**config.mk**
```make
export PLATFORM = sky130hd
export DESIGN_NAME = usb_debug_frame_parser_core
export DESIGN_NICKNAME = d
export VERILOG_FILES = /design/src/hw/rtl/udfp_pkg.sv /design/src/hw/rtl/usb_debug_frame_parser_core.sv /design/src/hw/rtl/udfp_front.sv /design/src/hw/rtl/udfp_queue.sv /design/src/hw/rtl/udfp_back.sv
export SDC_FILE = /design/constraint.sdc
export NUM_CORES = 1
export LEC_CHECK = 0
export BUFFER_PORTS_ARGS = -buffer_cell sky130_fd_sc_hd__buf_2
export CORE_ASPECT_RATIO = 1.1
export CORE_UTILIZATION = 35
export DETAILED_ROUTE_END_ITERATION = 8
export GPL_TIMING_DRIVEN = 0
export HOLD_SLACK_MARGIN = 0.03
export PLACE_DENSITY = 0.58
export SLEW_MARGIN = 15
export SYNTH_ARGS = -nofsm -noshare
export SYNTH_HDL_FRONTEND = slang
export SYNTH_SLANG_ARGS = --single-unit
```
**constraint.sdc**
```tcl
create_clock -name clock -period 8.5 [get_ports clock]
set_input_delay 0.425 -clock clock [delete_from_list [all_inputs] [get_ports clock]]
set_output_delay 0.425 -clock clock [all_outputs]
set_load 0.01 [all_outputs]
```
**src/hw/rtl/udfp_pkg.sv**
```systemverilog
// ----------------------------------------------------------------------------
// udfp_pkg
// shared types and constants of the usb debug frame parser: phase and result
// codes, marker and footer text, and the result item that flows front to back
// ----------------------------------------------------------------------------
package udfp_pkg;

   // widths of the result fields
   localparam int TypeW = 8;
   localparam int LenW  = 24;
   localparam int ByteW = 8;

   // result queue between front and back
   localparam int QDepth = 2;
   localparam int QIdxW  = $clog2(QDepth);
   localparam int QCntW  = $clog2(QDepth + 1);

   typedef enum logic [1:0] {
      PH_HUNT,
      PH_HEAD,
      PH_DATA,
      PH_FOOT
   } phase_type;

   typedef enum logic [1:0] {
      KIND_HEADER,
      KIND_DATA,
      KIND_FOOT_GOOD,
      KIND_FOOT_BAD
   } kind_type;

   // "DMA@" and "CMPH", first character in the lowest byte
   localparam logic [3:0][7:0] MarkerText = {8'h40, 8'h41, 8'h4D, 8'h44};
   localparam logic [3:0][7:0] FooterText = {8'h48, 8'h50, 8'h4D, 8'h43};

   typedef struct packed {
      kind_type           kind;
      logic [TypeW-1:0]   frame_type;
      logic [LenW-1:0]    length;
      logic [ByteW-1:0]   data;
      logic               last;
   } rsp_item_type;

endpackage

```
**src/hw/rtl/usb_debug_frame_parser_core.sv**
```systemverilog
// ----------------------------------------------------------------------------
// usb_debug_frame_parser_core
// byte-serial deframer for a usb debug link: marker hunt, header, payload,
// footer check
// ----------------------------------------------------------------------------
// Takes one received byte per beat and sustains one byte per clock cycle while
// the result queue has room. It hunts for the text "DMA@", then reads a
// big-endian header word (type byte, 24-bit length) and reports it, passes that
// many payload bytes with tlast on the final one, then checks the four-byte
// "CMPH" footer and reports good or bad. Bytes between frames are dropped
// silently. The front classifies each byte in the cycle it is accepted; a
// result reaches rsp through the two-entry result queue and then the output
// register. A stalled result side fills the queue and only then holds off
// req_tready. Lengths wider than LEN_BITS saturate to all ones.
// ----------------------------------------------------------------------------
module usb_debug_frame_parser_core #(
   parameter int LEN_BITS = 24
) (
   input  logic        clock,
   input  logic        reset,
   input  logic        req_tvalid,
   output logic        req_tready,
   input  logic [7:0]  req_tdata,   // [7:0] rx_byte
   output logic        rsp_tvalid,
   input  logic        rsp_tready,
   output logic [39:0] rsp_tdata,   // [7:0] out_type, [31:8] out_length, [39:32] out_byte
   output logic [1:0]  rsp_tuser,   // [1:0] out_kind
   output logic        rsp_tlast
);

   logic                   push_valid;
   logic                   push_ready;
   udfp_pkg::rsp_item_type push_item;
   logic                   pop_valid;
   logic                   pop_ready;
   udfp_pkg::rsp_item_type pop_item;

   udfp_front #(
      .LEN_BITS (LEN_BITS)
   ) u_front (
      .clock      (clock),
      .reset      (reset),
      .req_tvalid (req_tvalid),
      .req_tready (req_tready),
      .req_tdata  (req_tdata),
      .q_ready    (push_ready),
      .q_valid    (push_valid),
      .q_item     (push_item)
   );

   udfp_queue u_queue (
      .clock      (clock),
      .reset      (reset),
      .push_valid (push_valid),
      .push_ready (push_ready),
      .push_item  (push_item),
      .pop_valid  (pop_valid),
      .pop_ready  (pop_ready),
      .pop_item   (pop_item)
   );

   udfp_back u_back (
      .clock      (clock),
      .reset      (reset),
      .q_valid    (pop_valid),
      .q_ready    (pop_ready),
      .q_item     (pop_item),
      .rsp_tvalid (rsp_tvalid),
      .rsp_tready (rsp_tready),
      .rsp_tdata  (rsp_tdata),
      .rsp_tuser  (rsp_tuser),
      .rsp_tlast  (rsp_tlast)
   );

endmodule

```
**src/hw/rtl/udfp_front.sv**
```systemverilog
// ----------------------------------------------------------------------------
// udfp_front
// takes one received byte per beat, tracks hunt / header / payload / footer
// phase and builds the result item that a byte causes
// ----------------------------------------------------------------------------
module udfp_front #(
   parameter int LEN_BITS = 24
) (
   input  logic                  clock,
   input  logic                  reset,
   input  logic                  req_tvalid,
   output logic                  req_tready,
   input  logic [7:0]            req_tdata,
   input  logic                  q_ready,
   output logic                  q_valid,
   output udfp_pkg::rsp_item_type q_item
);

   udfp_pkg::phase_type   phase_ff, phase_in;
   logic [1:0]            match_ff, match_in;
   logic [7:0]            type_ff, type_in;
   logic [LEN_BITS-1:0]   left_ff, left_in;
   logic                  footer_ok_ff, footer_ok_in;

   logic                  accept;
   logic [LEN_BITS+7:0]   len_shl;
   logic [LEN_BITS-1:0]   len_new;
   logic                  len_sat;
   logic                  foot_ok_now;

   assign req_tready = q_ready;
   assign accept     = req_tvalid && q_ready;

   assign len_shl     = {left_ff, req_tdata};
   assign len_sat     = |left_ff[LEN_BITS-1 -: 8];
   assign foot_ok_now = footer_ok_ff && (req_tdata == udfp_pkg::FooterText[match_ff]);

   // gathered length after this header byte; type byte restarts it
   always_comb begin
      if (match_ff == 2'd0) begin
         len_new = '0;
      end else if (len_sat) begin
         len_new = '1;
      end else begin
         len_new = len_shl[LEN_BITS-1:0];
      end
   end

   always_ff @(posedge clock) begin
      if (reset) begin
         phase_ff     <= udfp_pkg::PH_HUNT;
         match_ff     <= 2'd0;
         type_ff      <= 8'd0;
         left_ff      <= '0;
         footer_ok_ff <= 1'b1;
      end else if (accept) begin
         phase_ff     <= phase_in;
         match_ff     <= match_in;
         type_ff      <= type_in;
         left_ff      <= left_in;
         footer_ok_ff <= footer_ok_in;
      end
   end

   always_comb begin
      phase_in     = phase_ff;
      match_in     = match_ff;
      type_in      = type_ff;
      left_in      = left_ff;
      footer_ok_in = footer_ok_ff;
      q_valid      = 1'b0;
      q_item       = '0;
      unique case (phase_ff)
         udfp_pkg::PH_HUNT: begin
            if (req_tdata == udfp_pkg::MarkerText[match_ff]) begin
               if (match_ff == 2'd3) begin
                  phase_in = udfp_pkg::PH_HEAD;
                  match_in = 2'd0;
                  left_in  = '0;
                  type_in  = 8'd0;
               end else begin
                  match_in = match_ff + 2'd1;
               end
            end else begin
               // a broken partial match may itself start a new marker
               match_in = (req_tdata == udfp_pkg::MarkerText[0]) ? 2'd1 : 2'd0;
            end
         end
         udfp_pkg::PH_HEAD: begin
            left_in = len_new;
            if (match_ff == 2'd0) begin
               type_in = req_tdata;
            end
            if (match_ff != 2'd3) begin
               match_in = match_ff + 2'd1;
            end else begin
               q_valid           = accept;
               q_item.kind       = udfp_pkg::KIND_HEADER;
               q_item.frame_type = type_ff;
               q_item.length     = udfp_pkg::LenW'(len_new);
               match_in          = 2'd0;
               if (len_new == '0) begin
                  phase_in     = udfp_pkg::PH_FOOT;
                  footer_ok_in = 1'b1;
               end else begin
                  phase_in = udfp_pkg::PH_DATA;
               end
            end
         end
         udfp_pkg::PH_DATA: begin
            q_valid     = accept;
            q_item.kind = udfp_pkg::KIND_DATA;
            q_item.data = req_tdata;
            if (left_ff[LEN_BITS-1:1] == '0) begin
               q_item.last  = 1'b1;
               left_in      = '0;
               phase_in     = udfp_pkg::PH_FOOT;
               match_in     = 2'd0;
               footer_ok_in = 1'b1;
            end else begin
               left_in = left_ff - LEN_BITS'(1);
            end
         end
         udfp_pkg::PH_FOOT: begin
            footer_ok_in = foot_ok_now;
            if (match_ff != 2'd3) begin
               match_in = match_ff + 2'd1;
            end else begin
               q_valid      = accept;
               q_item.kind  = foot_ok_now ? udfp_pkg::KIND_FOOT_GOOD
                                          : udfp_pkg::KIND_FOOT_BAD;
               phase_in     = udfp_pkg::PH_HUNT;
               match_in     = 2'd0;
               footer_ok_in = 1'b1;
            end
         end
         default: begin
            phase_in = udfp_pkg::PH_HUNT;
         end
      endcase
   end

   a_data_has_bytes: assert property (@(posedge clock) disable iff (reset)
      phase_ff == udfp_pkg::PH_DATA |-> left_ff != '0)
      else $error("payload phase with no bytes left");

   a_hunt_footer_clean: assert property (@(posedge clock) disable iff (reset)
      phase_ff == udfp_pkg::PH_HUNT |-> footer_ok_ff)
      else $error("footer flag left cleared while hunting");

   a_last_enters_footer: assert property (@(posedge clock) disable iff (reset)
      q_valid && q_item.kind == udfp_pkg::KIND_DATA && q_item.last
      |=> phase_ff == udfp_pkg::PH_FOOT && match_ff == 2'd0)
      else $error("final payload byte did not move to footer");

endmodule

```
**src/hw/rtl/udfp_queue.sv**
```systemverilog
// ----------------------------------------------------------------------------
// udfp_queue
// short result queue that lets the front and the back stall independently
// ----------------------------------------------------------------------------
module udfp_queue (
   input  logic                   clock,
   input  logic                   reset,
   input  logic                   push_valid,
   output logic                   push_ready,
   input  udfp_pkg::rsp_item_type push_item,
   output logic                   pop_valid,
   input  logic                   pop_ready,
   output udfp_pkg::rsp_item_type pop_item
);

   udfp_pkg::rsp_item_type         entry_ff [udfp_pkg::QDepth];
   logic [udfp_pkg::QIdxW-1:0]     wr_ptr_ff, wr_ptr_in;
   logic [udfp_pkg::QIdxW-1:0]     rd_ptr_ff, rd_ptr_in;
   logic [udfp_pkg::QCntW-1:0]     count_ff, count_in;
   logic                           push;
   logic                           pop;

   assign push_ready = count_ff != udfp_pkg::QCntW'(udfp_pkg::QDepth);
   assign pop_valid  = count_ff != '0;
   assign pop_item   = entry_ff[rd_ptr_ff];
   assign push       = push_valid && push_ready;
   assign pop        = pop_valid && pop_ready;

   always_comb begin
      wr_ptr_in = wr_ptr_ff;
      rd_ptr_in = rd_ptr_ff;
      count_in  = count_ff;
      if (push) begin
         wr_ptr_in = (wr_ptr_ff == udfp_pkg::QIdxW'(udfp_pkg::QDepth - 1)) ? '0
                                                                          : wr_ptr_ff + 1'b1;
      end
      if (pop) begin
         rd_ptr_in = (rd_ptr_ff == udfp_pkg::QIdxW'(udfp_pkg::QDepth - 1)) ? '0
                                                                          : rd_ptr_ff + 1'b1;
      end
      if (push && !pop) begin
         count_in = count_ff + 1'b1;
      end else if (pop && !push) begin
         count_in = count_ff - 1'b1;
      end
   end

   always_ff @(posedge clock) begin
      if (reset) begin
         wr_ptr_ff <= '0;
         rd_ptr_ff <= '0;
         count_ff  <= '0;
      end else begin
         wr_ptr_ff <= wr_ptr_in;
         rd_ptr_ff <= rd_ptr_in;
         count_ff  <= count_in;
      end
   end

   always_ff @(posedge clock) begin
      if (push) begin
         entry_ff[wr_ptr_ff] <= push_item;
      end
   end

endmodule

```
**src/hw/rtl/udfp_back.sv**
```systemverilog
// ----------------------------------------------------------------------------
// udfp_back
// output register of the result stream; packs a result item onto the bus
// ----------------------------------------------------------------------------
module udfp_back (
   input  logic                   clock,
   input  logic                   reset,
   input  logic                   q_valid,
   output logic                   q_ready,
   input  udfp_pkg::rsp_item_type q_item,
   output logic                   rsp_tvalid,
   input  logic                   rsp_tready,
   output logic [39:0]            rsp_tdata,
   output logic [1:0]             rsp_tuser,
   output logic                   rsp_tlast
);

   logic                   vld_ff, vld_in;
   udfp_pkg::rsp_item_type item_ff;

   // register may reload whenever it is empty or being drained
   assign q_ready = !vld_ff || rsp_tready;
   assign vld_in  = q_ready ? q_valid : vld_ff;

   always_ff @(posedge clock) begin
      if (reset) begin
         vld_ff <= 1'b0;
      end else begin
         vld_ff <= vld_in;
      end
   end

   always_ff @(posedge clock) begin
      if (q_ready && q_valid) begin
         item_ff <= q_item;
      end
   end

   assign rsp_tvalid = vld_ff;
   assign rsp_tdata  = {item_ff.data, item_ff.length, item_ff.frame_type};
   assign rsp_tuser  = item_ff.kind;
   assign rsp_tlast  = item_ff.last;

endmodule
```
== After elaboration in Yosys (flattened, before gate mapping) ==
Memory sizes are Yosys's and may differ from the RTL's. A register that Yosys moved wholly into a read port is not among the register bits.
Index checks and enable logic that the tools add are counted.
Word-level totals
  flip-flop bits (word level): 42
  output and inout port bits: 45
  memories: 1
  RAM bits: 86
  input port bits: 12
Operators by class
  muxes and demuxes: 47
  reduce and logical (&&, ||, !) cells: 26
  eq/ne operators: 16
  magnitude comparators: 1
  add/subtract/negate cells: 6
Memory list
  u_queue.entry_ff: words 2, bits a word 43, read ports 1, clocked after memory_dff 1, wr ports 1, RTL line udfp_queue.sv:16  | udfp_pkg::rsp_item_type entry_ff [udfp_pkg::QDepth];
Operators with widths (count)
  $mux 24: 5
  $pmux 24 s3: 1
  $mux 32: 2
  $mux 8: 5
  $bmux 8 s2: 2
  $logic_not 24->1: 1
  $mux 2: 12
  $sub 24x1->24 const B: 1
  $logic_not 23->1: 1
  $eq 8x8->1: 2
  $pmux 8 s2: 1
  $mux 1: 13
  $pmux 2 s3: 2
  $ne 2x1->1 const B: 5
  $reduce_and 5->1: 2
  $mux 9: 1
  $eq 8x7->1 const B: 1
  $ne 2x2->1 const B: 4
  $pmux 2 s4: 1
  $reduce_or 8->1: 1
  $eq 2x2->1 const B: 3
  $logic_and 1x1->1: 6
  $reduce_and 6->1: 1
  $reduce_bool 2->1: 3
  other kinds (14): 20

== Longest topological paths before layout ==
  depth after elaboration: 9
  mapped depth: 10
  depth with buffers taken out: 10

== Hierarchy ==
From an unflattened synthesis, not the netlist that was laid out.
Second synthesis, totals
  cells, all modules: 578
  area, all modules: 7539.7 sq um
Modules (own cells, without submodules)
  udfp_queue: area an instance 3321.9 sq um, instances 1, cells an instance 158
  udfp_front: area an instance 2871.5 sq um, instances 1, cells an instance 372
  udfp_back: area an instance 1346.3 sq um, instances 1, cells an instance 48

== Worst setup path before layout ==
No wires, ideal clock.
  path kind: register to register
  start: register u_front.match_ff[0]
  end: memory u_queue.entry_ff[0][0] (netlist name) (enable)
  path buffers: 1
  period minus slack after synthesis: 5679 ps
  data required time: 7948 ps
  arrival: 5127 ps
  cell stages (with the launch flop): 5
  path slack: 2821 ps
  cells stage by stage: dfxtp_1 ha_1 clkbuf_1 a21oi_1 nor4_1
Between the ends
  longest elaborated chain between the ends: 6
RTL lines
  from (decl): RTL line udfp_front.sv:20  | logic [1:0] match_ff, match_in;
  from (signal assigned): RTL line udfp_front.sv:58  | match_ff <= match_in;
  $ne 2x2->1: RTL line udfp_front.sv:94, udfp_front.sv:126
  $mux 1: RTL line udfp_front.sv:94, udfp_front.sv:126
  $pmux 1 s2: RTL line udfp_front.sv:73  | unique case (phase_ff)
  $logic_and 1x1->1: RTL line udfp_queue.sv:26  | assign push = push_valid && push_ready;
  $mux 1: RTL line udfp_queue.sv:61  | if (push) begin
  $mux 1 (implied by the code): RTL line udfp_queue.sv:62  | entry_ff[wr_ptr_ff] <= push_item;
  to (decl): RTL line udfp_queue.sv:16
Every way passes these cells.

== Worst setup path in the final report ==
  start: register u_front.match_ff[0]
  end: memory u_queue.entry_ff[0][30] (netlist name) (enable)
Same word-level chain as after synthesis.

==> summary.txt <==
Logic synthesis
  • Syn_nets: 597
  • Top-count cell post-synth: edfxtp_1
  • Gate Count Post-Synth: 574
  • Unique masters post-synth: 52
  • Post-Syn Area per Cell: 12.8 sq um
  • Synth top area share: 52.6%
  • Post-Syn Area: 7360 sq um
  • Syn. warnings: 0
  • Largest cells by area after synthesis: edfxtp_1 53%, dfxtp_1 11%, mux2_2 6.6%, nor2_1 3.3%, ha_1 1.9%
  • Synth area leader: edfxtp_1
  • Seq/Total Area, Yosys: 64.0%
  • Synth cell count leaders: 129 x edfxtp_1, 64 x nor2_1, 43 x mux2_2, 42 x dfxtp_1, 25 x o21ai_0
  • Prevailing post-synth register cell: edfxtp_1
  • Ys async rst share: 0%
  • Seq cells post-synth: 171
  • Number of flops mapped to enable cells by yosys: 129

Clock network
  • Total CTS buffers: 17
  • Post-CTS setup buffer count: 0
  • CTS Hold Bufs: 0
  • Clk sinks: 171
  • Post-CTS sizing: 0
  • CTS tree: built
  • Root buffer cell: clkbuf_16
  • CTS max path bufs: 2
  • CTS HTree Levels: 4
  • CTS clk-pin slew, worst paths: 0.07 ns
  • Clk Latency, worst-skew pair: 0.42 ns

STA
  • Setup Viol. Count Final: 0
  • Max Fclk: 0.315 GHz
  • Slew margin rel.: 54.8%
  • Slew Limit Fails: 0
  • WHS: 0.299 ns
  • Part of the cycle the worst path needs: 37.3%
  • Worst Tran Pin Value: 0.672 ns
  • Worst setup margin: 5.33 ns
  • Final Hold Viols: 0
  • Final Skew: 0.00957 ns
  • Tmin final: 3.17 ns
  • RSZ-0062 raised after global routing: no

Worst setup path
  • Worst stage delay on the critical path: 0.60 ns
  • Setup crit end kind: register
  • Worst path bufs/invs: 5
  • Worst endpoint required time: 8.62 ns
  • CP max stage cell: nor4_2
  • Cell mode on critical path: buf_2
  • Top delay family on crit path: buffers and inverters
  • R2r startpoint: u_front.match_ff[0]
  • Critical R2R Capture: u_queue.entry_ff[0][30]
  • Critical path type: reg2reg
  • Critical Path Source Type: register
  • R2R depth: 8
  • R2R setup slack: 5.33 ns
  • CP Cell Sequence: ha_1 > clkbuf_1 > a21oi_1 > nor4_2 > buf_4 > buf_2 > buf_2 > buf_2
  • Crit path arrival time: 3.29 ns
  • CP max FO: 10

Job
  • Count of max-cap constraint violations: 0

Placement
  • Dpl hpwl: 12,400 um
  • Gpl congestion: 0.866
  • IO buf count: 55
  • Placed insts: 894
  • Pre-CTS setup slack: 5.29 ns

Hold path
  • Min-delay worst type: in2reg
  • Hold_sp: rsp_tready
  • Hold path endpoint: u_back.rsp_tvalid
  • Worst hold stages: 3

Floorplanning
  • I/O Pins: 57
  • Chip Height: 154 um
  • Die footprint: 21,600 sq um
  • # rows: 55
  • Core area: 20,600 sq um
  • Die width: 140 um
  • Initial Utilization: 35.8%

Cells and area
  • Post-Layout Cell Count: 926
  • Antenna fix cells: 0
  • P&R area growth vs syn: 17.0%
  • Layout cells sized above 1: 23.3%
  • Nets@finish: 680
  • Final Util: 41.9%

Detailed routing
  • DR DRC count: 0
  • Via count: 4,994
  • Final Routed Wirelength: 17,600 um
  • Average wire per standard cell: 19.0 um
  • Vias per inst: 5.39
  • Antenna Nets Post-Route: 0
  • DR iter-0 viols: 336
  • Drt first pass iters: 6

Power
  • Worst IR Drop VDD: 0.135 mV
  • P_leak: 0.00314 uW
  • Total power: 1670 uW
  • PwrDens: 194 nW/um^2

Global routing
  • GRT overflow: 0
  • First-pass GRT wire length: 27,600 um
  • Pin count of the biggest net entering global routing: 35
  • Initial antenna violation count: 0
  • Gr usage total: 17.0%
  • Number of global-route vias before repair: 5,049

Status
  • Status: finished clean
[final cells by class]
class / count / area [sq um]
clock inverters: 14 / 144
well taps: 256 / 320
fillers: 1928 / 12000
multi-input cells: 356 / 2460
repair buffers: 64 / 353
plain buffers: 28 / 126
inverters: 19 / 71.3
clock buffers: 18 / 429
flip-flops and latches: 171 / 4710
[kinds of logic (layout without fill, tap and decap cells)]
group / Yosys count / after routing / synth area share, %
AND/OR/NAND/NOR: 180 / 180 / 12.2
XOR/XNOR: 15 / 15 / 1.78
AO/OA/AOI/OAI: 104 / 104 / 10.4
buffers and inverters: 47 / 143 / 2.68
multiplexers: 46 / 46 / 6.98
flip-flops: 171 / 171 / 64.0
adder cells (fa/ha/maj): 11 / 11 / 1.87
[worst max path at each step]
stage / startpoint / end / slack, ns / depth (start not counted)
floorplan: u_front.match_ff[0] / u_queue.entry_ff[0][0] / 2.82 / 4
global placement: u_front.match_ff[0] / u_queue.entry_ff[0][30] / -0.18 / 4
detailed placement: u_front.match_ff[0] / u_queue.entry_ff[0][32] / 5.29 / 8
CTS: u_front.match_ff[0] / u_queue.entry_ff[0][30] / 5.27 / 8
global route: u_front.match_ff[0] / u_queue.entry_ff[0][30] / 5.06 / 8
finish: u_front.match_ff[0] / u_queue.entry_ff[0][30] / 5.33 / 8
[cells in the final DEF, fill, tap and decap left out, drive strengths merged, types with 8 or more instances in the layout]
cell	Yosys	routed
a21oi	17	17
a31oi	10	10
and2	12	12
and3	11	11
buf	12	76
clkbuf	16	34
dfxtp	42	42
edfxtp	129	129
ha	11	11
inv	19	23
mux2	43	43
nand2	24	24
nand2b	8	8
nand3	13	13
nor2	65	65
nor3	11	11
nor4	8	8
o21ai	25	25
o22ai	8	8
o31ai	9	9
xnor2	8	8
[through the flow]
step                      setup TNS, ns  area [sq um]
after floorplan                       0          7360
after global placement            -7.52          7960
after detailed placement              0          8050
after CTS                             0          8620
after global routing                  0          8620
final                                 0          8620
[sequential cells by signal, indices dropped and copies added, names as in the netlist]
signal	cells
u_front.footer_ok_ff	1
u_front.left_ff	24
u_front.match_ff	2
u_queue.wr_ptr_ff	1
u_back.rsp_tvalid	1
u_queue.rd_ptr_ff	1
u_front.type_ff	8
u_back.rsp_tuser	2
u_queue.count_ff	2
u_back.rsp_tlast	1
u_queue.entry_ff	86
u_front.phase_ff	2
u_back.rsp_tdata	40
[tightest hold or removal path, stage by stage]
cell,delay [ns]
buf_2,0.07
nand2b_1,0.11
a21oi_1,0.07
[layer usage]
layer | global-route usage [%] | part of all wire (%) | routed length [um]
met1 | 20.6 | 42 | 7400
met2 | 28.5 | 49 | 8630
met3 | 4.08 | 6.2 | 1090
met4 | 7.54 | 2.8 | 498
met5 | 0 | 0 | 0
[report_power, final]
part           switching (uW)  total (uW)  internal [uW]
logic                    17.4        24.6           7.20
registers               0.515         886            885
clock network             330         764            434
Note: power is estimated with default switching activity, not from simulation.
